### src/rtl/core/vertex_project_to_screen_macros.svh
// ---------------------------------------------------------------------------
// vertex_project_to_screen assertion macros
// Shared concurrent assertion forms for the projection block.
// ---------------------------------------------------------------------------
`ifndef VERTEX_PROJECT_TO_SCREEN_MACROS_SVH
`define VERTEX_PROJECT_TO_SCREEN_MACROS_SVH

// same-cycle implication, held off during reset
`define VPTS_ASSERT_NOW(label, clk, rst, ante, cons, msg) \
  label: assert property (@(posedge clk) disable iff (rst) (ante) |-> (cons)) \
    else $error(msg);

// next-cycle implication, held off during reset
`define VPTS_ASSERT_NEXT(label, clk, rst, ante, cons, msg) \
  label: assert property (@(posedge clk) disable iff (rst) (ante) |=> (cons)) \
    else $error(msg);

`endif

### src/rtl/core/vpts_pkg.sv
// ---------------------------------------------------------------------------
// vpts_pkg
// Widths, register indexes and helpers for the vertex projection block.
// ---------------------------------------------------------------------------
`timescale 1ns / 1ps
`default_nettype none
package vpts_pkg;

  localparam int COORD_W     = 16;
  localparam int COEFF_W     = 16;
  localparam int LANE_STRIDE = 16;
  localparam int NUM_LANES   = 4;
  localparam int ROW_W       = LANE_STRIDE * NUM_LANES;
  localparam int PROD_W      = COORD_W + COEFF_W;
  localparam int DOT_W       = PROD_W + 2;          // four products
  localparam int SUM_W       = DOT_W + 1;           // x' + w', w' - y'
  localparam int RES_W       = 12;                  // screen resolution
  localparam int HALF_W      = RES_W - 1;
  localparam int NUM_S_W     = SUM_W + RES_W;       // signed numerator
  localparam int NUM_W       = NUM_S_W + 1;         // numerator magnitude
  localparam int DEN_W       = DOT_W;               // |w'| magnitude
  localparam int QW          = 17;                  // quotient bits kept
  localparam int SCR_W       = 16;
  localparam int IDX_W       = 16;
  localparam int CFG_IDX_W   = 3;

  localparam logic [CFG_IDX_W-1:0] REG_ROW_X  = 3'd0;
  localparam logic [CFG_IDX_W-1:0] REG_ROW_Y  = 3'd1;
  localparam logic [CFG_IDX_W-1:0] REG_ROW_W  = 3'd2;
  localparam logic [CFG_IDX_W-1:0] REG_WIDTH  = 3'd3;
  localparam logic [CFG_IDX_W-1:0] REG_HEIGHT = 3'd4;

  localparam logic [ROW_W-1:0] ROW_X_RESET  = 64'h0000_0000_0000_1000;
  localparam logic [ROW_W-1:0] ROW_Y_RESET  = 64'h0000_0000_1000_0000;
  localparam logic [ROW_W-1:0] ROW_W_RESET  = 64'h1000_0000_0000_0000;
  localparam logic [RES_W-1:0] WIDTH_RESET  = 12'd320;
  localparam logic [RES_W-1:0] HEIGHT_RESET = 12'd240;

  localparam logic signed [SCR_W-1:0] SCR_MAX = 16'sh7fff;
  localparam logic signed [SCR_W-1:0] SCR_MIN = 16'sh8000;

  typedef struct packed {
    logic [SCR_W-1:0] value;
    logic             sat;
  } clamp_t;

  // quotient magnitude plus sign to a saturated 16-bit coordinate
  function automatic clamp_t clamp_coord(input logic neg, input logic ovf,
                                         input logic [QW-1:0] q);
    clamp_t r;
    logic [QW-1:0] qn;
    qn = -q;
    r.sat = 1'b0;
    r.value = q[SCR_W-1:0];
    if (ovf) begin
      r.sat = 1'b1;
      r.value = neg ? SCR_MIN : SCR_MAX;
    end else if (!neg) begin
      if (q > QW'(SCR_MAX)) begin
        r.sat = 1'b1;
        r.value = SCR_MAX;
      end
    end else begin
      if (q > QW'(17'd32768)) begin
        r.sat = 1'b1;
        r.value = SCR_MIN;
      end else begin
        r.value = qn[SCR_W-1:0];
      end
    end
    return r;
  endfunction

endpackage
`default_nettype wire

### src/rtl/core/vpts_div.sv
// ---------------------------------------------------------------------------
// vpts_div
// Pipelined restoring divider, one quotient bit per stage, unsigned.
// ---------------------------------------------------------------------------
`timescale 1ns / 1ps
`default_nettype none
module vpts_div (
  input  logic                      clk,
  input  logic                      en,
  input  logic [vpts_pkg::NUM_W-1:0] num,
  input  logic [vpts_pkg::DEN_W-1:0] den,
  output logic [vpts_pkg::QW-1:0]    quo
);
  import vpts_pkg::*;

  // numerator must be below den << QW; the caller flags the rest
  localparam int CMP_W = DEN_W + QW + 1;

  logic [NUM_W-1:0] rem [QW];
  logic [DEN_W-1:0] dd  [QW];
  logic [QW-1:0]    qq  [QW];

  for (genvar s = 0; s < QW; s++) begin : g_step
    logic [CMP_W-1:0] r_in;
    logic [CMP_W-1:0] d_sh;
    logic [DEN_W-1:0] d_in;
    logic [QW-1:0]    q_in;
    logic             take;

    if (s == 0) begin : g_first
      assign r_in = CMP_W'(num);
      assign d_in = den;
      assign q_in = '0;
    end else begin : g_rest
      assign r_in = CMP_W'(rem[s-1]);
      assign d_in = dd[s-1];
      assign q_in = qq[s-1];
    end

    assign d_sh = CMP_W'(d_in) << (QW - 1 - s);
    assign take = (r_in >= d_sh);

    always_ff @(posedge clk) begin
      if (en) begin
        rem[s] <= take ? NUM_W'(r_in - d_sh) : NUM_W'(r_in);
        dd[s]  <= d_in;
        qq[s]  <= {q_in[QW-2:0], take};
      end
    end
  end

  assign quo = qq[QW-1];

endmodule
`default_nettype wire

### config.mk
export PLATFORM = sky130hd
export DESIGN_NAME = vpts_div
export DESIGN_NICKNAME = d
export VERILOG_FILES = /design/src/rtl/core/vertex_project_to_screen_macros.svh /design/src/rtl/core/vpts_pkg.sv /design/src/rtl/core/vpts_div.sv
export SDC_FILE = /design/constraint.sdc
export NUM_CORES = 2
export LEC_CHECK = 0
export BUFFER_PORTS_ARGS = -buffer_cell sky130_fd_sc_hd__buf_2
export CORE_MARGIN = 2
export CORE_UTILIZATION = 45
export CTS_BUF_LIST = sky130_fd_sc_hd__clkbuf_4 sky130_fd_sc_hd__clkbuf_8 sky130_fd_sc_hd__clkbuf_16
export CTS_CLUSTER_DIAMETER = 50
export DETAILED_ROUTE_END_ITERATION = 8
export PLACE_DENSITY_LB_ADDON = 0.05
export SYNTH_ARGS = -nofsm -noshare
export SYNTH_HDL_FRONTEND = slang
export SYNTH_SLANG_ARGS = --single-unit
### constraint.sdc
create_clock -name clk -period 8.1 [get_ports clk]
set_input_delay 0.81 -clock clk [delete_from_list [all_inputs] [get_ports clk]]
set_output_delay 0.81 -clock clk [all_outputs]
set_load 0.05 [all_outputs]
Yosys cells after proc, flatten, opt, wreduce, memory -nomap -nowiden

Memories as Yosys holds them, arrays and structs flattened.
Cells that the tools add are included.

Register bits: 0
Bits in writable memories: 1683
Word-level logic and storage cells: 56
Memories kept: 3
Input port bits: 84

$lt $le $gt $ge: 17
Add/sub/neg operators: 17
Mux-type cells: 19

Memory list:

| memory | words | bits a word | read ports | clocked after Yosys merged registers in | wr ports | line           | source |
|---|---|---|---|---|---|---|---|
| rem    | 17    | 48          | 16         | 0                                       | 17       | vpts_div.sv:19 | `logic [NUM_W-1:0] rem [QW];` |
| dd     | 17    | 34          | 16         | 0                                       | 17       | vpts_div.sv:20 | `logic [DEN_W-1:0] dd [QW];` |
| qq     | 17    | 17          | 17         | 0                                       | 17       | vpts_div.sv:21 | `logic [QW-1:0] qq [QW];` |

Operators by type and width:

| cell                           | count |
|---|---|
| 2-to-1 mux 48 bit              | 17 |
| subtractor 48 bit              | 3 |
| >= comparator 48 x 50 -> 1 bit | 1 |
| >= comparator 48 x 49 -> 1 bit | 1 |
| >= comparator 48 x 34 -> 1 bit | 1 |
| >= comparator 48 x 35 -> 1 bit | 1 |
| >= comparator 48 x 36 -> 1 bit | 1 |
| >= comparator 48 x 37 -> 1 bit | 1 |
| >= comparator 48 x 38 -> 1 bit | 1 |
| >= comparator 48 x 39 -> 1 bit | 1 |
| >= comparator 48 x 40 -> 1 bit | 1 |
| >= comparator 48 x 41 -> 1 bit | 1 |
| >= comparator 48 x 42 -> 1 bit | 1 |
| >= comparator 48 x 43 -> 1 bit | 1 |
| >= comparator 48 x 44 -> 1 bit | 1 |
| >= comparator 48 x 45 -> 1 bit | 1 |
| >= comparator 48 x 46 -> 1 bit | 1 |
| >= comparator 48 x 47 -> 1 bit | 1 |
| >= comparator 48 bit           | 1 |
| subtractor 48 x 34 -> 48 bit   | 1 |
| subtractor 48 x 35 -> 48 bit   | 1 |
| subtractor 48 x 36 -> 48 bit   | 1 |
| subtractor 48 x 37 -> 48 bit   | 1 |
| subtractor 48 x 38 -> 48 bit   | 1 |
| other kinds (10)               | 11 |

Longest topological paths before layout

An unclocked memory read counts as a cell.

Word-level depth: 3
Depth in mapped cells: 17
Depth with buffers taken out: 15

Worst setup path before layout

No wires, ideal clock.

Path type: input-to-reg
From: input num[16] (netlist bit)
To: memory rem[0][37] (netlist bit), data pin
Stages: 14
Arrival: 3.615 ns
Data required time: 7.838 ns
Slack: 4.223 ns
Cells stage by stage: inv_1 ha_1 inv_1 fa_1 a21o_1 a221oi_2 o21bai_1 a211oi_2 a211oi_1 or3_4 a31oi_4 o21ai_2 buf_6 mux2_1

RTL lines:

| item            | line           | source |
|---|---|---|
| start, declared | vpts_div.sv:10 | `input logic [vpts_pkg::NUM_W-1:0] num,` |
| end, declared   | vpts_div.sv:19 |  |

==> flow_summary.toml <==
[status]
status = "finished clean"

[pwr]
vdd_ir_drop_max_uv = 193
p_comb_share_pct = 39.4
p_sw_share_pct = 35.3
p_int_mw = 21.5
total_leakage_power_nw = 37.1
power.share.clock_pct = 25.0
p_sw_mw = 11.7
power_frac_seq_pct = 35.6
p_per_area_nw_per_um2 = 358

[critical_path]
cp.required_ns = 8.64
startpoint_type = "flip-flop"
arrival_ns = 5.38
crit_path_max_fanout = 45
critPathKind = "reg -> reg"
cp-end-kind = "flip-flop"

[floorplanning]
die_h_um = 434
die_width_um = 434
core_um2 = 184000
start_util_pct = 45.4
rows = 157
die-area_um2 = 189000
io_pins = 101

[sta]
rsz0062_at_grt = "no"
tightest_slew_ns = 1.17
final.period_utilization_pct = 59.7
relSlewSlack_pct = 21.0
hold_viol = 0
worst_clock_skew_ns = 0.0428
fin_crit_ns = 4.84
fmax_mhz = 207
fin_setup_tns_ns = 0
setup_viol = 0
drv_slew = 0

[cells_and_area]
fin_cells = 10300
finalNetCount = 8382
final_common_cell = "edfxtp_1"
final_cell_mix = "edfxtp_1 (1,465), inv_1 (724), a21oi_1 (657)"
syn_to_final_growth_pct = 11.5
drive_above_1_share_pct = 8.71

[synth]
synthCells = 7588
synth.avg_cell_area_um2 = 11.0
ys_warn_count = 0
syn_nets = 8263
synth-seq-area-share_pct = 52.8
synth_edf_count = 1465
ys_ff_latch = 1465
yosys_most_used_dff = "edfxtp_1"
syn_area_um2 = 83400
synth_cell_types = 98
async_flop_share_pct = 0

[route]
viasPerCell = 5.44
vias = 56100
wl_per_cell_um = 18.3
first_pass_iters = 7
ant_nets = 0
drt_iter0_drc = 2695
drc = 0
drt_wl_total_um = 188000

[cts]
cts_setup_buffers = 0
clkTransAtPathRegs_ns = 0.06
cts.path.max_buffers = 3
ctsResizeCount = 0
root_buffer = "clkbuf_16"
clock_sinks = 1465
cts_htree_levels = 4
cts_buffers = 185
cts_hold_buf = 0
cts_tree = "built"
worst_skew_pair.late_latency_ns = 0.83

[global_route]
antenna_found_initial = 0
grt_pass1_wl_um = 300000
grt_remaining_overflow = 0
grt_start_max_net_pins = 170
grt_usage_pct = 20.0
grt_pass1_vias = 58100

[place]
place_inst = 9984
dp_hpwl_um = 144000
numPortBuffers = 100
gp_congestion = 0.966

[min_path]
hold_class = "in -> reg"

[run]
drv_cap = 0
-- state kept, by name, summed over array words and instances, names as in the netlist --
signal	cells
dd	544
qq	153
rem	768
-- cell type report --
| type | count | area (um^2) |
|---|---|---|
| antenna | 2 | 5.00 |
| clock buffer | 212 | 4900 |
| clock inverter | 125 | 1390 |
| fill | 16200 | 90700 |
| inverter | 725 | 2720 |
| multi-input combinational | 5185 | 35900 |
| sequential | 1465 | 44000 |
| tap | 2464 | 3080 |
| timing repair buffer | 145 | 953 |
-- cell families (layout without fill, tap and decap cells) --
family	count (synthesis)	count (layout)	share of synthesized area (%)
buf+inv	938	1207	4.31
flops	1465	1465	52.8
compound gates	2047	2047	15.3
other cells	0	2	0
fa+ha+maj	591	591	9.01
xor+xnor	561	561	5.89
simple gates	1831	1831	10.6
mux	155	155	2.12
-- power by group through the flow --
stage          Clock [mW]  Combinational, mW  Sequential [mW]
2_1_floorplan           0               10.0             11.6
3_5_place_dp            0               13.0             12.0
4_1_cts              8.57               13.1             11.8
3_3_place_gp            0               12.8             12.0
6_report             8.31               13.1             11.8
5_1_grt              8.88               14.7             12.0
-- routing by layer --
layer  GRT usage (%)  wire, um
met3            2.62      5180
met5               0         0
met4            12.5     12400
met1            19.0     67000
met2            39.9    104000
-- cells in the mapped netlist, types with 16 or more instances --
cell type  count  area share (%)
or4_1         19            0.17
xor2_1       220             2.3
and2_1        24            0.18
nor3_1       109            0.65
fa_1          16            0.38
o21bai_1      74            0.67
o31a_1        20            0.21
a211oi_1      68            0.61
o21ai_1       27            0.16
or3_1         28            0.21
nand2b_1      87            0.65
edfxtp_1    1465              53
nand4_1      112            0.84
a31oi_1       66            0.50
ha_1         575             8.6
nand2_1      560             2.5
o211ai_1      27            0.24
mux2_2       134             1.8
o31ai_1       36            0.32
nor2_1       479             2.2
and4_1        17            0.18
clkbuf_1     162            0.73
nor4_1        63            0.47
a21o_1       318             2.9
or2_2         25            0.19
o21a_1        70            0.63
nand3_1      117            0.70
inv_1        724             3.3
nand4b_1      16            0.17
nor2b_1       63            0.47
and3_1        56            0.42
a2111oi_0     18            0.19
o21ai_0      477             2.9
buf_2         30            0.18
xnor2_1      341             3.6
a21oi_1      658             4.0
-- stage by stage --
step	total power [mW]	util (%)	hold slack [ns]	setup slack (ns)	area [um^2]
after floorplan	21.6	-	0.400	4.22	83400
after global placement	24.8	47.2	0.401	2.96	86600
after detailed placement	24.9	47.2	0.405	3.35	86600
after CTS	33.4	50.6	0.114	3.35	92900
after global routing	35.6	50.6	0.141	3.01	92900
final	33.3	50.6	0.189	3.26	92900
-- worst max-delay path, stage by stage (launching register included) --
cell	delay (ns)
edfxtp_1	0.37
inv_1	0.09
ha_1	0.16
inv_1	0.05
fa_1	0.42
a211oi_1	0.37
o21ai_0	0.17
a21oi_1	0.67
o311ai_0	0.30
a21oi_1	0.32
o211ai_1	0.17
a21oi_1	0.16
o21a_1	0.13
buf_4	0.33
inv_2	0.41
and3_1	0.29
xor2_1	0.13
-- worst paths after layout --
path / start / to / slack (ns) / depth (start not counted)
worst min register to register: qq[0][205] / qq[0][223] / 0.41 / 0
worst max register to register: rem[0][250] / rem[0][334] / 3.26 / 16
worst max-delay path: rem[0][250] / rem[0][334] / 3.26 / 16
worst min-delay path: num[15] / rem[0][15] / 0.19 / 1
(Power assumes the default switching activity.)
